===== src/hdl/wmv_pkg.sv =====
// types, constants and helper functions shared by the weighted mean and variance core
package wmv_pkg;

    localparam int VALUE_FRAC_BITS  = 16;
    localparam int WEIGHT_FRAC_BITS = 12;
    localparam int RECIP_FRAC_BITS  = 24;

    localparam int VALUE_W  = 32;
    localparam int WEIGHT_W = 16;
    localparam int SPREAD_W = 48;
    localparam int TOTAL_W  = 32;
    localparam int HALF_W   = SPREAD_W / 2;
    localparam int PROD_W   = 64;
    localparam int ACC_W    = 128;
    localparam int ROOT_W   = ACC_W / 2;

    localparam int STEPS      = 64;
    localparam int STEP_CNT_W = $clog2(STEPS);
    localparam int SHIFT_W    = 7;

    localparam int ONE_SHIFT = 2 * RECIP_FRAC_BITS + WEIGHT_FRAC_BITS;
    localparam logic [95:0] ONE_VAL = 96'd1 << ONE_SHIFT;

    localparam logic [1:0] CMD_ADD      = 2'd0;
    localparam logic [1:0] CMD_FINALIZE = 2'd1;
    localparam logic [1:0] CMD_CLEAR    = 2'd2;

    typedef enum logic [4:0] {
        ST_IDLE,
        ST_A_PREP,
        ST_A_MUL,
        ST_A_DIVS,
        ST_A_DIVW,
        ST_A_MEAN,
        ST_A_DIFF,
        ST_A_PROD,
        ST_A_PSAVE,
        ST_MAC,
        ST_A_VDIVS,
        ST_A_VDIVW,
        ST_A_VSAVE,
        ST_F_SQS,
        ST_F_SQW,
        ST_F_EDIVS,
        ST_F_EDIVW,
        ST_F_ESAVE,
        ST_F_RDIVS,
        ST_F_RDIVW,
        ST_F_RSQS,
        ST_F_RSQW,
        ST_F_SAVE,
        ST_OUT
    } state_t;

    typedef enum logic [3:0] {
        MUL_A1W,
        MUL_A1A2,
        MUL_VLO_DW,
        MUL_VHI_DW,
        MUL_PLO_W,
        MUL_PHI_W,
        MUL_V0S0,
        MUL_V0S1,
        MUL_V1S0,
        MUL_V1S1
    } mul_sel_t;

    typedef enum logic [1:0] {
        DIV_MEAN,
        DIV_VAR,
        DIV_ERR,
        DIV_RECIP
    } div_src_t;

    typedef enum logic {
        SQ_ACC,
        SQ_QUOT
    } sqrt_src_t;

    typedef struct packed {
        logic      load;
        logic      clear;
        logic      prep;
        logic      mul_en;
        mul_sel_t  mul_sel;
        logic      acc_add;
        logic      div_start;
        div_src_t  div_src;
        logic      mean_upd;
        logic      diff_upd;
        logic      p_load;
        logic      var_save;
        logic      err_save;
        logic      sqrt_start;
        sqrt_src_t sqrt_src;
        logic      fin_save;
        logic      out_load;
    } ctrl_cmd_t;

    typedef struct packed {
        logic add_ok;
        logic fin_ok;
        logic clr;
        logic div_done;
        logic sqrt_done;
        logic out_free;
    } dp_status_t;

    function automatic mul_sel_t mac_step(input logic fin, input logic [1:0] k);
        mul_sel_t s;
        case ({fin, k})
            3'b000:  s = MUL_VLO_DW;
            3'b001:  s = MUL_VHI_DW;
            3'b010:  s = MUL_PLO_W;
            3'b011:  s = MUL_PHI_W;
            3'b100:  s = MUL_V0S0;
            3'b101:  s = MUL_V0S1;
            3'b110:  s = MUL_V1S0;
            3'b111:  s = MUL_V1S1;
            default: s = MUL_A1W;
        endcase
        return s;
    endfunction

    function automatic logic [SHIFT_W-1:0] mac_shift(input mul_sel_t s);
        logic [SHIFT_W-1:0] sh;
        case (s) inside
            MUL_VLO_DW, MUL_V0S0: sh = SHIFT_W'(VALUE_FRAC_BITS);
            MUL_VHI_DW, MUL_V0S1, MUL_V1S0: sh = SHIFT_W'(VALUE_FRAC_BITS + HALF_W);
            MUL_V1S1: sh = SHIFT_W'(VALUE_FRAC_BITS + 2 * HALF_W);
            MUL_PHI_W: sh = SHIFT_W'(PROD_W / 2);
            default: sh = '0;
        endcase
        return sh;
    endfunction

endpackage


===== src/hdl/wmv_ctrl.sv =====
// controller state machine sequencing add, finalize, clear and no-op items
module wmv_ctrl (
    input  logic                clk,
    input  logic                rst_n,
    input  logic                in_valid,
    output logic                in_stall,
    input  wmv_pkg::dp_status_t status,
    output wmv_pkg::ctrl_cmd_t  cmd
);
    import wmv_pkg::*;

    state_t     state_reg;
    state_t     state_next;
    logic [2:0] mac_cnt_reg;
    logic [2:0] mac_cnt_next;
    logic       fin_op_reg;
    logic       fin_op_next;

    always_ff @(posedge clk or negedge rst_n)
    begin
        if (!rst_n)
        begin
            state_reg   <= ST_IDLE;
            mac_cnt_reg <= '0;
            fin_op_reg  <= 1'b0;
        end
        else
        begin
            state_reg   <= state_next;
            mac_cnt_reg <= mac_cnt_next;
            fin_op_reg  <= fin_op_next;
        end
    end

    always_comb
    begin
        state_next   = state_reg;
        mac_cnt_next = mac_cnt_reg;
        fin_op_next  = fin_op_reg;
        case (state_reg)
            ST_IDLE:
            begin
                mac_cnt_next = '0;
                if (in_valid)
                begin
                    fin_op_next = status.fin_ok;
                    if (status.add_ok)
                        state_next = ST_A_PREP;
                    else if (status.fin_ok)
                        state_next = ST_MAC;
                    else
                        state_next = ST_OUT;
                end
            end
            ST_A_PREP:  state_next = ST_A_MUL;
            ST_A_MUL:   state_next = ST_A_DIVS;
            ST_A_DIVS:  state_next = ST_A_DIVW;
            ST_A_DIVW:  if (status.div_done) state_next = ST_A_MEAN;
            ST_A_MEAN:  state_next = ST_A_DIFF;
            ST_A_DIFF:  state_next = ST_A_PROD;
            ST_A_PROD:  state_next = ST_A_PSAVE;
            ST_A_PSAVE: state_next = ST_MAC;
            ST_MAC:
            begin
                mac_cnt_next = mac_cnt_reg + 3'd1;
                if (mac_cnt_reg[2])
                    state_next = fin_op_reg ? ST_F_SQS : ST_A_VDIVS;
            end
            ST_A_VDIVS: state_next = ST_A_VDIVW;
            ST_A_VDIVW: if (status.div_done) state_next = ST_A_VSAVE;
            ST_A_VSAVE: state_next = ST_OUT;
            ST_F_SQS:   state_next = ST_F_SQW;
            ST_F_SQW:   if (status.sqrt_done) state_next = ST_F_EDIVS;
            ST_F_EDIVS: state_next = ST_F_EDIVW;
            ST_F_EDIVW: if (status.div_done) state_next = ST_F_ESAVE;
            ST_F_ESAVE: state_next = ST_F_RDIVS;
            ST_F_RDIVS: state_next = ST_F_RDIVW;
            ST_F_RDIVW: if (status.div_done) state_next = ST_F_RSQS;
            ST_F_RSQS:  state_next = ST_F_RSQW;
            ST_F_RSQW:  if (status.sqrt_done) state_next = ST_F_SAVE;
            ST_F_SAVE:  state_next = ST_OUT;
            ST_OUT:     if (status.out_free) state_next = ST_IDLE;
            default:    state_next = ST_IDLE;
        endcase
    end

    always_comb
    begin
        cmd          = '0;
        cmd.mul_sel  = MUL_A1W;
        cmd.div_src  = DIV_MEAN;
        cmd.sqrt_src = SQ_ACC;
        in_stall     = state_reg != ST_IDLE;
        case (state_reg)
            ST_IDLE:
            begin
                cmd.load  = in_valid;
                cmd.clear = in_valid && status.clr;
            end
            ST_A_PREP: cmd.prep = 1'b1;
            ST_A_MUL:
            begin
                cmd.mul_en  = 1'b1;
                cmd.mul_sel = MUL_A1W;
            end
            ST_A_DIVS:
            begin
                cmd.div_start = 1'b1;
                cmd.div_src   = DIV_MEAN;
            end
            ST_A_MEAN: cmd.mean_upd = 1'b1;
            ST_A_DIFF: cmd.diff_upd = 1'b1;
            ST_A_PROD:
            begin
                cmd.mul_en  = 1'b1;
                cmd.mul_sel = MUL_A1A2;
            end
            ST_A_PSAVE: cmd.p_load = 1'b1;
            ST_MAC:
            begin
                cmd.mul_en  = !mac_cnt_reg[2];
                cmd.mul_sel = mac_step(fin_op_reg, mac_cnt_reg[1:0]);
                cmd.acc_add = mac_cnt_reg != '0;
            end
            ST_A_VDIVS:
            begin
                cmd.div_start = 1'b1;
                cmd.div_src   = DIV_VAR;
            end
            ST_A_VSAVE: cmd.var_save = 1'b1;
            ST_F_SQS:
            begin
                cmd.sqrt_start = 1'b1;
                cmd.sqrt_src   = SQ_ACC;
            end
            ST_F_EDIVS:
            begin
                cmd.div_start = 1'b1;
                cmd.div_src   = DIV_ERR;
            end
            ST_F_ESAVE: cmd.err_save = 1'b1;
            ST_F_RDIVS:
            begin
                cmd.div_start = 1'b1;
                cmd.div_src   = DIV_RECIP;
            end
            ST_F_RSQS:
            begin
                cmd.sqrt_start = 1'b1;
                cmd.sqrt_src   = SQ_QUOT;
            end
            ST_F_SAVE: cmd.fin_save = 1'b1;
            ST_OUT:    cmd.out_load = status.out_free;
            default:   cmd.load = 1'b0;
        endcase
    end

endmodule


===== config.mk =====
export PLATFORM = sky130hd
export DESIGN_NAME = wmv_ctrl
export DESIGN_NICKNAME = d
export VERILOG_FILES = /design/src/hdl/wmv_pkg.sv /design/src/hdl/wmv_ctrl.sv
export SDC_FILE = /design/constraint.sdc
export NUM_CORES = 1
export LEC_CHECK = 0
export CAP_MARGIN = 20
export CORE_MARGIN = 1.5
export CORE_UTILIZATION = 55
export CTS_CLUSTER_DIAMETER = 30
export CTS_CLUSTER_SIZE = 30
export DETAILED_ROUTE_END_ITERATION = 10
export DONT_BUFFER_PORTS = 1
export PLACE_DENSITY = 0.7
export SKIP_CTS_REPAIR_TIMING = 1
export SLEW_MARGIN = 25
export SYNTH_ARGS = -nofsm -noshare
export SYNTH_HDL_FRONTEND = slang
export SYNTH_SLANG_ARGS = --single-unit

===== constraint.sdc =====
create_clock -name clk -period 2.7 [get_ports clk]
set_input_delay 0.135 -clock clk [delete_from_list [all_inputs] [get_ports clk]]
set_output_delay 0.135 -clock clk [all_outputs]
set_load 0.01 [all_outputs]

==> results of run 1 <==
per-layer routing:
metal  up-vias  global-route usage  share of wire
met4         0              0.0647         0.0076
met2        48               0.443           0.49
li1        422                   -              -
met5         -                   0              0
met1       424               0.365           0.43
met3         4              0.0680          0.073
worst register-to-register path, stage by stage, from the launching register on:
cell                      delay [ns]
sky130_fd_sc_hd__dfrtp_1        0.77
sky130_fd_sc_hd__nand2_1        0.35
sky130_fd_sc_hd__or4_1          0.47
sky130_fd_sc_hd__o31ai_1        0.13
sky130_fd_sc_hd__nor4_4         0.11
sky130_fd_sc_hd__mux2_1         0.34
stage by stage:
stage / utilization / hold WS (ns)
final: 0.640 / 0.0206
after global placement: 0.617 / -0.160
after floorplan: - / -0.161
after global routing: 0.640 / 0.0166
after CTS: 0.633 / -0.448
after detailed placement: 0.617 / -0.160
Yosys cell counts (4+ instances only):
cell	n	area, um2
sky130_fd_sc_hd__nand2_1	11	41.3
sky130_fd_sc_hd__dfrtp_1	9	225
sky130_fd_sc_hd__nor2_1	9	33.8
sky130_fd_sc_hd__a21oi_1	5	25.0
sky130_fd_sc_hd__and2_1	5	31.3
sky130_fd_sc_hd__clkbuf_1	4	15.0
sky130_fd_sc_hd__mux2_4	4	60.1
sky130_fd_sc_hd__nand2b_1	4	25.0
sky130_fd_sc_hd__nand3_1	4	20.0
power by group:
group / internal [mW] / switching, mW
registers: 0.193 / 0.164
logic: 0.368 / 0.420
clock network: 0.0572 / 0.0503
total: 0.618 / 0.635
cell families after synthesis:
group	synth area share
and+or+nand+nor	0.332
AOI/OAI and AO/OA	0.201
buffers and inverters	0.0586
muxes	0.117
DFF	0.234
adders and majority gates	0.0391
xor gates and xnor gates	0.0182
worst paths after layout:
check                          startpoint        endpoint  slack, ns  cells after the start
max                          state_reg[1]    state_reg[4]       0.41                      5
min                             status[4]      fin_op_reg       0.02                      1
max reg2reg                  state_reg[1]    state_reg[4]       0.41                      5
min reg2reg                mac_cnt_reg[2]  mac_cnt_reg[2]       0.49                      1
max in group asynchronous           rst_n  mac_cnt_reg[1]       2.15                      1
min in group asynchronous           rst_n    state_reg[4]       0.25                      1
layout make-up:
| cell class | count | share of cell area |
|---|---|---|
| well taps | 16 | 0.0199 |
| inverters | 4 | 0.0174 |
| repair buffers | 5 | 0.0397 |
| clock buffers | 4 | 0.0261 |
| multi-input cells | 93 | 0.674 |
| flip-flops and latches | 9 | 0.223 |
==> results by stage, run 1 <==
Final layout:
- The count of placed standard cells in the final layout, fillers left out is between 100 and 150.
- The antenna diode count is 0.
- The register with the most flip-flops in the layout has 5 of them.
- Leaving out fill and tap cells, the most frequent cells in the layout are 11 x sky130_fd_sc_hd__nand2_1, 9 x sky130_fd_sc_hd__nor2_1, 9 x sky130_fd_sc_hd__dfrtp_1.
- The area of all placed cells without fillers is about 1000 um2.
- The area used by sequential logic in the layout is 225 um2.
- Relative to the synthesized area, the layout overhead comes to 4.95%.
- The layout cell share with drive strength beyond 1 is 0.165.
- After filler insertion, the fill cell instance count of the layout stands at 139.
- The most common library cell in the layout ignoring fill and taps is sky130_fd_sc_hd__nand2_1.
- In the final layout, the multi-input gates occupy 679 um2.
- The number of nets in the final layout is 128.

Worst setup path:
- The peak fanout along the critical path is 20.
- The data arrival time of the critical path is 2.43 ns.
- The worst setup path is captured at a flop.
- The required time at the endpoint of the critical path is 2.84 ns.
- The family with the most delay on the worst path is simple AND/OR/NAND/NOR gates.
- The critical path class is reg -> reg.
- The slowest stage of the critical path is the sky130_fd_sc_hd__dfrtp_1 cell.
- The critical path goes through nand2_1 -> or4_1 -> o31ai_1 -> nor4_4 -> mux2_1.
- The buffering stage count on the worst path with inverters included is 0.
- The stage delay of the slowest cell on the critical path is 0.77 ns.
- The element type at the critical path start is a flop.

STA:
- The final worst slack is 0.413 ns.
- For the pin with the worst max-slew slack, the measured transition is 0.667 ns.
- Setup repair after global routing left no endpoint under its margin.
- The share of the clock period used by the worst path after layout is 0.847.
- The max-slew violation count is 0.
- Timing would allow up to 437 MHz.
- Setup violations remaining at the end of the flow were counted as 0.
- The relative max-transition margin is 0.555.
- After routing, the total negative slack on setup checks comes to 0 ns.
- The worst path in the final design needs a cycle of 2.29 ns, including I/O delays and setup.
- The count of endpoints failing hold in the final timing report is 0.
- The largest clock skew in the final design is ~0.00050 ns.

Clock network:
- The maximum root-to-sink buffer count is 2.
- The clock edge transition at the registers on the reported setup and hold paths is 0.06 ns.
- TritonCTS built the clock tree.
- In this run the number of H-tree levels came out at 1.
- The number of clock buffers added by TritonCTS is 3.
- The tree built by TritonCTS fans out to 9 sinks.
- The CTS root buffer is sky130_fd_sc_hd__clkbuf_4.
- For the worst-skew pair, the clock arrives at the later sink with an insertion delay of 0.26 ns.

GRT:
- The leftover overflow at the end of global routing is 0.
- The first global-routing pass estimated between 3000 and 4000 um of wire.
- The maximum number of pins on one net before global-route repair is 21.
- The number of global-route vias before repair was just under 800.
- For this run, the total global-route usage over all layers was measured as 0.273.
- The number of antenna violations at the first check in global routing was 0.

Hold path:
- The worst hold path belongs to the class in -> reg.

Routing:
- The first detailed-routing pass ran for 4 iterations.
- Once detail routing completed, the nets flagged for antenna violations numbered 0.
- The sum of routed wire length over all layers is 2490 um.
- The average wire per cell in the routed design is 19.0 um.
- In the routed design, unresolved DRC markers number 0.
- The average via count per standard cell is around 6.9.
- The number of DRC markers in iteration 0 is 37.
- The routed layout has 898 vias.

Synth:
- The average size of a mapped cell is approximately 8.4 um2.
- After synthesis, the share of flip-flops with an asynchronous set or reset is 1.00.
- The unique cell type count in the Yosys netlist is 45.
- The number of nets handed over by synthesis was between 100 and 150.
- In the synthesized netlist, the number of instances is 115.
- Summing every instance area after synthesis gives 961 um2.
- The share of the Yosys chip area taken by registers is 0.234.
- Among all flip-flop cells after synthesis, the most frequent one is sky130_fd_sc_hd__dfrtp_1.
- The warning count from the yosys run is 0.
- The synthesized design contains 0 enable-type register cells.
- The number of flip-flops and latches in the synthesized netlist is 9.

Placed design:
- Routability-driven placement finished with a final weighted congestion of 0.818.
- Summed over all nets, the half-perimeter wirelength after detailed placement is about 1800 um.
- The cell count after placement is ~130.
- The post-placement cell area is slightly below 1000 um2.
- Before CTS, the worst setup slack after placement is 0.463 ns.
- The number of buffers added on ports is 0.

Floorplan:
- The floorplan step set the die width to 44.8 um.
- Row generation in the floorplan step produced 14 rows.
- The initial utilization of the core area, before any placement, comes to 0.610.
- The die covers between 2000 and 2500 um2.
- The total area inside the core boundary comes to approximately 1600 um2.
- 31 I/O pins were placed.
- In this run the vertical extent of the chip is 44.8 um.

Power and ir drop:
- IR analysis of the VDD net gives a maximum drop of 715 uV.
- Power spread over the standard cell area amounts to 1240 nW/um2.
- In this run the static leakage power is between 0.4 and 0.5 nW.
- The total power of the final layout is 1.25 mW.

Flow run:
- The reported max-cap violation count is 0.

Outcome:
- The run finished with clean final reports.
No activity file was read; power rests on OpenSTA's default activity.
==> run 2: changes to the inputs <==
--- a/config.mk
+++ b/config.mk
@@ -5,6 +5,7 @@
 export SDC_FILE = /design/constraint.sdc
 export NUM_CORES = 1
 export LEC_CHECK = 0
+export ABC_AREA = 1
 export CAP_MARGIN = 20
 export CORE_MARGIN = 1.5
 export CORE_UTILIZATION = 55
@@ -12,7 +13,7 @@
 export CTS_CLUSTER_SIZE = 30
 export DETAILED_ROUTE_END_ITERATION = 10
 export DONT_BUFFER_PORTS = 1
-export PLACE_DENSITY = 0.7
+export PLACE_DENSITY = 0.73
 export SKIP_CTS_REPAIR_TIMING = 1
 export SLEW_MARGIN = 25
 export SYNTH_ARGS = -nofsm -noshare
==> constraint.sdc (replaced) <==
create_clock -name clk -period 1.8 [get_ports clk]
set_input_delay 0.09 -clock clk [delete_from_list [all_inputs] [get_ports clk]]
set_output_delay 0.09 -clock clk [all_outputs]
set_load 0.01 [all_outputs]
==> results by stage, run 2 <==
GRT:
- The leftover overflow at the end of global routing is 0 (unchanged).
- The global-route track usage on met2 is 0.380 (was 0.443).
- The global-route usage over all layers is 0.237 (was 0.273).
- The global-route wire length before repair is 4460 um (was 3950 um).
- The met3 capacity usage during global routing is 0.0309 (was 0.0680).
- The met1 capacity usage during global routing came to 0.314 (was 0.365).
- The number of global-route vias before repair is 1,043 (was 781).
- The number of antenna violations at the first check in global routing is 0 (unchanged).
- The busiest layer in global routing is met2 (unchanged).
- The maximum number of pins on one net before global-route repair came to 12 (was 21).

Synth:
- The library cell occupying the most area in the post-synthesis netlist is sky130_fd_sc_hd__dfrtp_1 (unchanged).
- The warning count from the yosys run is 0 (unchanged).
- The average size of a mapped cell was 6.29 um2 (was 8.36 um2).
- The share of the synthesized area in the top cell type is 0.199 (was 0.234).
- Main area contributors after synthesis: sky130_fd_sc_hd__dfrtp_1 20%, sky130_fd_sc_hd__nand2_1 15%, sky130_fd_sc_hd__nand3_1 8.8%, sky130_fd_sc_hd__nor2_1 8.3%, sky130_fd_sc_hd__inv_1 7.6% (was sky130_fd_sc_hd__dfrtp_1 23%, sky130_fd_sc_hd__mux2_4 6.3%, sky130_fd_sc_hd__nand2_1 4.3%, sky130_fd_sc_hd__ha_1 3.9%, sky130_fd_sc_hd__nor2_1 3.5%).
- The number of instances in the synthesized netlist is 180 (was 115).
- The number of flops mapped to enable cells by yosys is 0 (unchanged).
- The fraction of registers with async set or reset after synthesis is 1.00 (unchanged).
- The share of synthesized area occupied by flip-flops and latches is 0.199 (was 0.234).
- The synthesized net count is 192 (was 127).
- The number of flip-flops and latches in the synthesized netlist was 9 (unchanged).
- The post-synthesis cell area is 1130 um2 (was 961 um2).
- The most numerous cell in the Yosys netlist was sky130_fd_sc_hd__nand2_1 (unchanged).
- The unique cell type count in the Yosys netlist is 26 (was 45).
- Top cells by instance count after synthesis: 45 x sky130_fd_sc_hd__nand2_1, 25 x sky130_fd_sc_hd__nor2_1, 23 x sky130_fd_sc_hd__inv_1 (was 11 x sky130_fd_sc_hd__nand2_1, 9 x sky130_fd_sc_hd__dfrtp_1, 9 x sky130_fd_sc_hd__nor2_1).
- The dominant synthesized flop cell is sky130_fd_sc_hd__dfrtp_1 (unchanged).

Final layout:
- Most used cells in the layout excluding fill and tap cells: 45 x sky130_fd_sc_hd__nand2_1, 25 x sky130_fd_sc_hd__nor2_1, 23 x sky130_fd_sc_hd__inv_1 (was 11 x sky130_fd_sc_hd__nand2_1, 9 x sky130_fd_sc_hd__nor2_1, 9 x sky130_fd_sc_hd__dfrtp_1).
- The area of all placed cells without fillers is 1240 um2 (was 1010 um2).
- The flip-flop count of the largest register after layout is 5 (unchanged).
- The layout cell share with drive strength beyond 1 is 0.238 (was 0.165).
- The growth of design area from synthesis to finish is 9.28% (was 4.95%).
- The count of placed standard cells in the final layout, fillers left out came to 216 (was 131).
- The most common library cell in the layout ignoring fill and taps is sky130_fd_sc_hd__nand2_1 (unchanged).
- The antenna diode count is 0 (unchanged).
- The number of nets in the final layout is 202 (was 128).

Power and ir drop:
- The maximum resistive drop on vdd is 1020 uV (was 715 uV).
- The power per unit of standard cell area was 1580 nW/um2 (was 1240 nW/um2).
- The reported leakage power is 0.722 nW (was 0.418 nW).

Floorplan:
- The die area is 2340 um2 (was 2010 um2).
- The number of standard-cell rows in the floorplan is 16 (was 14).
- The number of top-level pins is 31 (unchanged).
- The die outline height is 48.4 um (was 44.8 um).
- The area of the core is 1940 um2 (was 1580 um2).
- The effective utilization at floorplan is 0.583 (was 0.610).
- The die extent in x is 48.4 um (was 44.8 um).

Worst setup path:
- Cells along the critical path: nor2_4 -> nand3_2 -> nor3b_1 (was nand2_1 -> or4_1 -> o31ai_1 -> nor4_4 -> mux2_1).
- The critical path class is reg -> out (was reg -> reg).
- The data arrival time of the critical path was 1.63 ns (was 2.43 ns).
- The element type at the critical path start was a flop (unchanged).
- The critical-path cell with the highest stage delay is sky130_fd_sc_hd__dfrtp_1 (unchanged).
- The required time at the endpoint of the critical path is 1.71 ns (was 2.84 ns).
- The endpoint type of the worst setup path is an output port (was flop).
- The peak fanout along the critical path is 9 (was 20).
- The stage delay of the slowest cell on the critical path came to 0.49 ns (was 0.77 ns).

Routing:
- The average via count per standard cell is 5.52 (was 6.85).
- The sum of routed wire length over all layers is 2820 um (was 2490 um).
- The number of DRC markers in iteration 0 is 39 (was 37).
- The vias after detailed routing is 1,193 (was 898).
- The remaining antenna violation count after routing is 0 (unchanged).
- The first-pass iteration count of the detailed router came to 4 (unchanged).
- The average wire per cell in the routed design was 13.1 um (was 19.0 um).
- The DRC violation count after routing is 0 (unchanged).

STA:
- Dividing the final minimum period by the clock period gives 0.956.
- The post-layout minimum cycle time is 1.72 ns.
- The largest clock skew in the final design is 0.00252 ns (was 0.000499 ns).
- The max-slew violation count was 0 (unchanged).
- The slew at the pin closest to its max-slew limit was 0.433 ns (was 0.667 ns).
- The final worst slack is 0.0801 ns (was 0.413 ns).
- The highest achievable clock rate is 581 MHz.
- The final count of negative-setup-slack endpoints was 0 (unchanged).
- The count of endpoints failing hold in the final timing report is 0 (unchanged).
- The relative max-transition margin is 0.710 (was 0.555).

Placed design:
- The setup slack after placement was 0.174 ns (was 0.463 ns).
- The post-placement cell area was 1150 um2 (was 972 um2).
- The final weighted congestion of routability-driven global placement is 0.937 (was 0.818).
- The cell count after placement is 206 (was 126).
- The number of buffers added on ports came to 0 (unchanged).
- The sum of net half-perimeters after detailed placement came to 2200 um (was 1830 um).

Clock network:
- The maximum root-to-sink buffer count is 2 (unchanged).
- The CTS root buffer was sky130_fd_sc_hd__clkbuf_4 (unchanged).
- The CTS H-tree depth is 1 (unchanged).
- The total number of clock tree sinks was 9 (unchanged).
- The clock latency of the later-clocked register in the worst-skew pair was 0.25 ns (was 0.26 ns).
- The TritonCTS clock tree is done (unchanged).
- The clock edge transition at the registers on the reported setup and hold paths is 0.06 ns (about the same).
- The TritonCTS buffer count is 3 (unchanged).

Outcome:
- Result of the run: complete, no violations (unchanged).

Hold path:
- The class of the tightest hold or removal check is in -> reg (unchanged).

Flow run:
- The reported max-cap violation count came to 0 (unchanged).
## run 2: cell count changes after synthesis, sizes merged, moves of 4 or more
| cell | previous run | this run |
|---|---|---|
| clkbuf | 4 | 0 |
| nand3 | 4 | 25 |
| mux2 | 6 | 0 |
| inv | 4 | 29 |
| nor2 | 9 | 37 |
| nand2 | 11 | 53 |
| nand2b | 4 | 0 |
| nand4 | 1 | 6 |
| and2 | 5 | 0 |
## run 2: metal layers
metal  share of wire  wire [um]
met5               0          0
met4           0.029         82
met3           0.074        210
met2            0.47       1320
met1            0.43       1210
## run 2: where the power goes
part	internal [mW]	switching, mW	leakage, nW
clock network	0.0853	0.0679	0.0150
logic	0.459	0.899	0.592
registers	0.283	0.163	0.116
total	0.827	1.13	0.722
## run 2: path summary, 6_finish.rpt
check                                    start        endpoint  slack, ns  cells after the start
min in group asynchronous                rst_n    state_reg[3]       0.21                      1
worst max register to register    state_reg[4]    state_reg[0]       0.16                      9
worst min-delay path                 status[2]    state_reg[2]       0.12                      4
worst min register to register  mac_cnt_reg[0]  mac_cnt_reg[0]       0.54                      1
worst max-delay path              state_reg[2]         cmd[19]       0.08                      3
max in group asynchronous                rst_n    state_reg[1]       1.27                      1
## run 2: critical path, delay by kind of cell (launching register included)
kind	cells	cell delay [ns]
AND/OR/NAND/NOR	3	0.88
flip-flops	1	0.49
## run 2: through the flow
stage,total power [mW],setup TNS (ns),hold slack (ns),utilization
2_1_floorplan,1.47,0,-0.206,-
3_3_place_gp,1.66,0,-0.205,0.591
3_5_place_dp,1.68,0,-0.205,0.591
4_1_cts,1.84,-0.185,-0.482,0.604
5_1_grt,2.13,-0.0140,0.135,0.637
6_report,1.96,0,0.118,0.637
## run 2: logic make-up (layout without fill, tap and decap cells)
kind of cell | after synthesis | count (layout) | share of synthesized area
AND/OR/NAND/NOR | 124 | 124 | 0.578
adder cells (fa/ha/maj) | 3 | 3 | 0.0332
AO/OA/AOI/OAI | 10 | 10 | 0.0541
buffers and inverters | 34 | 43 | 0.136
flip-flops | 9 | 9 | 0.199
## run 2: cell type report
| class | count | area (um2) |
|---|---|---|
| Inverter | 30 | 115 |
| Tap cell | 27 | 33.8 |
| Sequential cell | 9 | 226 |
| Timing Repair Buffer | 9 | 72.6 |
| Fill cell | 186 | 704 |
| Multi-Input combinational cell | 137 | 763 |
| Clock buffer | 4 | 26.3 |
==> run 3: changes to the inputs <==
--- a/config.mk
+++ b/config.mk
@@ -9,11 +9,12 @@
 export CAP_MARGIN = 20
 export CORE_MARGIN = 1.5
 export CORE_UTILIZATION = 55
-export CTS_CLUSTER_DIAMETER = 30
+export CTS_CLUSTER_DIAMETER = 200
 export CTS_CLUSTER_SIZE = 30
 export DETAILED_ROUTE_END_ITERATION = 10
 export DONT_BUFFER_PORTS = 1
 export PLACE_DENSITY = 0.73
+export SETUP_SLACK_MARGIN = 0.15
 export SKIP_CTS_REPAIR_TIMING = 1
 export SLEW_MARGIN = 25
 export SYNTH_ARGS = -nofsm -noshare
==> constraint.sdc (replaced) <==
create_clock -name clk -period 1.8 [get_ports clk]
set_input_delay 0.09 -clock clk [delete_from_list [all_inputs] [get_ports clk]]
set_output_delay 0.09 -clock clk [all_outputs]
set_load 0.005 [all_outputs]
==> results by stage, run 3 (synthesis results as in run 2) <==
Outcome:
- Result of the run: complete, no violations (unchanged).

Hold path:
- The end of the worst hold path was state_reg[0] (was state_reg[2]).
- The class of the tightest hold or removal check is in -> reg (unchanged).
- The hold path startpoint was status[2] (unchanged).
- The worst hold path stage count came to 4 (unchanged).

STA:
- The total negative slack is 0 ns (unchanged).
- The final count of negative-setup-slack endpoints is 0 (unchanged).
- The post-layout minimum cycle time is 1.57 ns (was 1.72 ns).
- The count of endpoints failing hold in the final timing report is 0 (unchanged).
- The max-slew violation count came to 0 (unchanged).
- The highest achievable clock rate is 637 MHz (was 581 MHz).
- The relative max-transition margin is 0.730 (was 0.710).
- Setup repair after global routing could not meet its margin everywhere.
- The share of the clock period used by the worst path after layout was 0.873 (was 0.956).
- The slew at the pin closest to its max-slew limit is 0.404 ns (was 0.433 ns).
- The largest clock skew in the final design came to 0.00576 ns (was 0.00252 ns).

Clock network:
- The CTS H-tree depth came to 1 (unchanged).
- The CTS root buffer is sky130_fd_sc_hd__clkbuf_4 (unchanged).
- The TritonCTS clock tree is done (unchanged).
- The clock latency of the later-clocked register in the worst-skew pair is 0.25 ns (about the same).
- The total number of clock tree sinks is 9 (unchanged).
- The TritonCTS buffer count is 3 (unchanged).
- The clock edge transition at the registers on the reported setup and hold paths is 0.06 ns (about the same).
- The maximum root-to-sink buffer count came to 2 (unchanged).

Worst setup path:
- The endpoint of the worst register-to-register path is state_reg[2] (was state_reg[0]).
- The data arrival time of the critical path is 1.48 ns (was 1.63 ns).
- Cells along the critical path: nor2_4 -> nand3_2 -> nor3b_1 (unchanged).
- The critical path class was reg -> out (unchanged).
- The required time at the endpoint of the critical path was 1.71 ns (about the same).
- The endpoint type of the worst setup path was an output port (unchanged).
- The critical-path cell with the highest stage delay is sky130_fd_sc_hd__dfrtp_2 (was sky130_fd_sc_hd__dfrtp_1).
- The peak fanout along the critical path is 10 (was 9).
- The buffering stage count on the worst path with inverters included is 0 (unchanged).
- The element type at the critical path start is a flop (unchanged).
- The launch instance of the worst register-to-register path was state_reg[2] (was state_reg[4]).
- The worst reg2reg path depth is 8 (was 9).
- The stage delay of the slowest cell on the critical path came to 0.47 ns (was 0.49 ns).
- The setup slack of the most critical reg-to-reg path is 0.26 ns (was 0.16 ns).
- The family with the most delay on the worst path is simple AND/OR/NAND/NOR gates (unchanged).

Final layout:
- The layout cell share with drive strength beyond 1 is 0.250 (was 0.238).
- Most used cells in the layout excluding fill and tap cells: 45 x sky130_fd_sc_hd__nand2_1, 25 x sky130_fd_sc_hd__nor2_1, 23 x sky130_fd_sc_hd__inv_1 (unchanged).
- The antenna diode count is 0 (unchanged).
- The flip-flop count of the largest register after layout came to 5 (unchanged).
- The number of nets in the final layout is 197 (was 202).
- The growth of design area from synthesis to finish is 7.29% (was 9.28%).
- The area of all placed cells without fillers was 1210 um2 (was 1240 um2).
- The most common library cell in the layout ignoring fill and taps is sky130_fd_sc_hd__nand2_1 (unchanged).

Routing:
- The average via count per standard cell is 5.48 (was 5.52).
- The DRC violation count after routing is 0 (unchanged).
- The number of DRC markers in iteration 0 is 34 (was 39).
- The sum of routed wire length over all layers was 2830 um (was 2820 um).
- The first-pass iteration count of the detailed router is 4 (unchanged).
- The remaining antenna violation count after routing was 0 (unchanged).
- The average wire per cell in the routed design was 13.4 um (was 13.1 um).
- The vias after detailed routing is 1,157 (was 1,193).

Floorplan:
- The area of the core came to 1940 um2 (unchanged).
- The number of top-level pins is 31 (unchanged).
- The number of standard-cell rows in the floorplan is 16 (unchanged).
- The effective utilization at floorplan came to 0.583 (unchanged).
- The die area is 2340 um2 (unchanged).
- The die outline height came to 48.4 um (unchanged).
- The die extent in x came to 48.4 um (unchanged).

GRT:
- The global-route usage over all layers was 0.252 (was 0.237).
- The global-route wire length before repair is 4660 um (was 4460 um).
- The maximum number of pins on one net before global-route repair is 12 (unchanged).
- The number of global-route vias before repair is 1,024 (was 1,043).
- The leftover overflow at the end of global routing came to 0 (unchanged).
- The number of antenna violations at the first check in global routing is 0 (unchanged).

Power and ir drop:
- The power per unit of standard cell area came to 1540 nW/um2 (was 1580 nW/um2).
- The reported leakage power is 0.693 nW (was 0.722 nW).
- The maximum resistive drop on vdd is 1350 uV (was 1020 uV).

Placed design:
- The sum of net half-perimeters after detailed placement is 2320 um (was 2200 um).
- The post-placement cell area is 1140 um2 (was 1150 um2).
- The number of buffers added on ports is 0 (unchanged).
- The final weighted congestion of routability-driven global placement is 0.945 (was 0.937).

Flow run:
- The reported max-cap violation count is 0 (unchanged).
[run 3: changes by cell type in the layout (fill, tap and decap cells not counted)]
cell | before | now
sky130_fd_sc_hd__dfrtp_2 | 1 | 5
sky130_fd_sc_hd__a21oi_1 | 2 | 1
sky130_fd_sc_hd__dfrtp_1 | 8 | 4
sky130_fd_sc_hd__nand3_2 | 4 | 3
sky130_fd_sc_hd__nor2_2 | 6 | 7
sky130_fd_sc_hd__buf_4 | 7 | 2
sky130_fd_sc_hd__o21ai_2 | 0 | 1
sky130_fd_sc_hd__nand3_4 | 2 | 3
sky130_fd_sc_hd__nor2_4 | 6 | 5
sky130_fd_sc_hd__o21ai_1 | 1 | 0
sky130_fd_sc_hd__a21oi_2 | 0 | 1
[run 3: worst max-delay path by stage]
stage | startpoint | to | slack (ns) | cells after the start
floorplan | state_reg[1] | state_reg[2] | 0.46 | 9
global placement | state_reg[0] | state_reg[1] | 0.15 | 9
detailed placement | state_reg[1] | state_reg[4] | 0.15 | 9
CTS | state_reg[1] | cmd[19] | 0.09 | 3
global route | state_reg[1] | state_reg[3] | 0.13 | 8
finish | state_reg[2] | cmd[19] | 0.23 | 3
[run 3: cell type report]
class,instances,area [um2]
Sequential cell,9,231
Timing Repair Buffer,4,35.0
Tap cell,27,33.8
Inverter,30,115
Multi-Input combinational cell,137,773
Fill cell,204,727
Clock buffer,4,26.3
[run 3: per-layer routing]
layer	GRT usage	vias to the layer above	wire length (um)
met5	0	-	0
met4	0.0667	0	23
met3	0.0525	4	232
met2	0.412	50	1390
met1	0.340	521	1190
li1	-	582	-
[run 3: power breakdown]
part           switching, mW  internal [mW]
clock network         0.0648         0.0851
logic                  0.847          0.409
registers              0.176          0.291
total                   1.09          0.785
[run 3: metrics by stage]
stage / util / instances / power [mW] / hold WS (ns) / worst slack, ns
6_report: 0.626 / 211 / 1.87 / 0.133 / 0.229
3_5_place_dp: 0.587 / 205 / 1.65 / -0.205 / 0.145
4_1_cts: 0.601 / 209 / 1.81 / -0.483 / 0.0872
2_1_floorplan: - / 180 / 1.43 / -0.206 / 0.458
3_3_place_gp: 0.587 / 205 / 1.66 / -0.205 / 0.145
5_1_grt: 0.626 / 211 / 2.05 / 0.134 / 0.134
[run 3: tightest hold or removal path: stages]
cell	delay [ns]
sky130_fd_sc_hd__nor2_2	0.10
sky130_fd_sc_hd__nor2_2	0.07
sky130_fd_sc_hd__nand2_1	0.05
sky130_fd_sc_hd__nand2_1	0.04
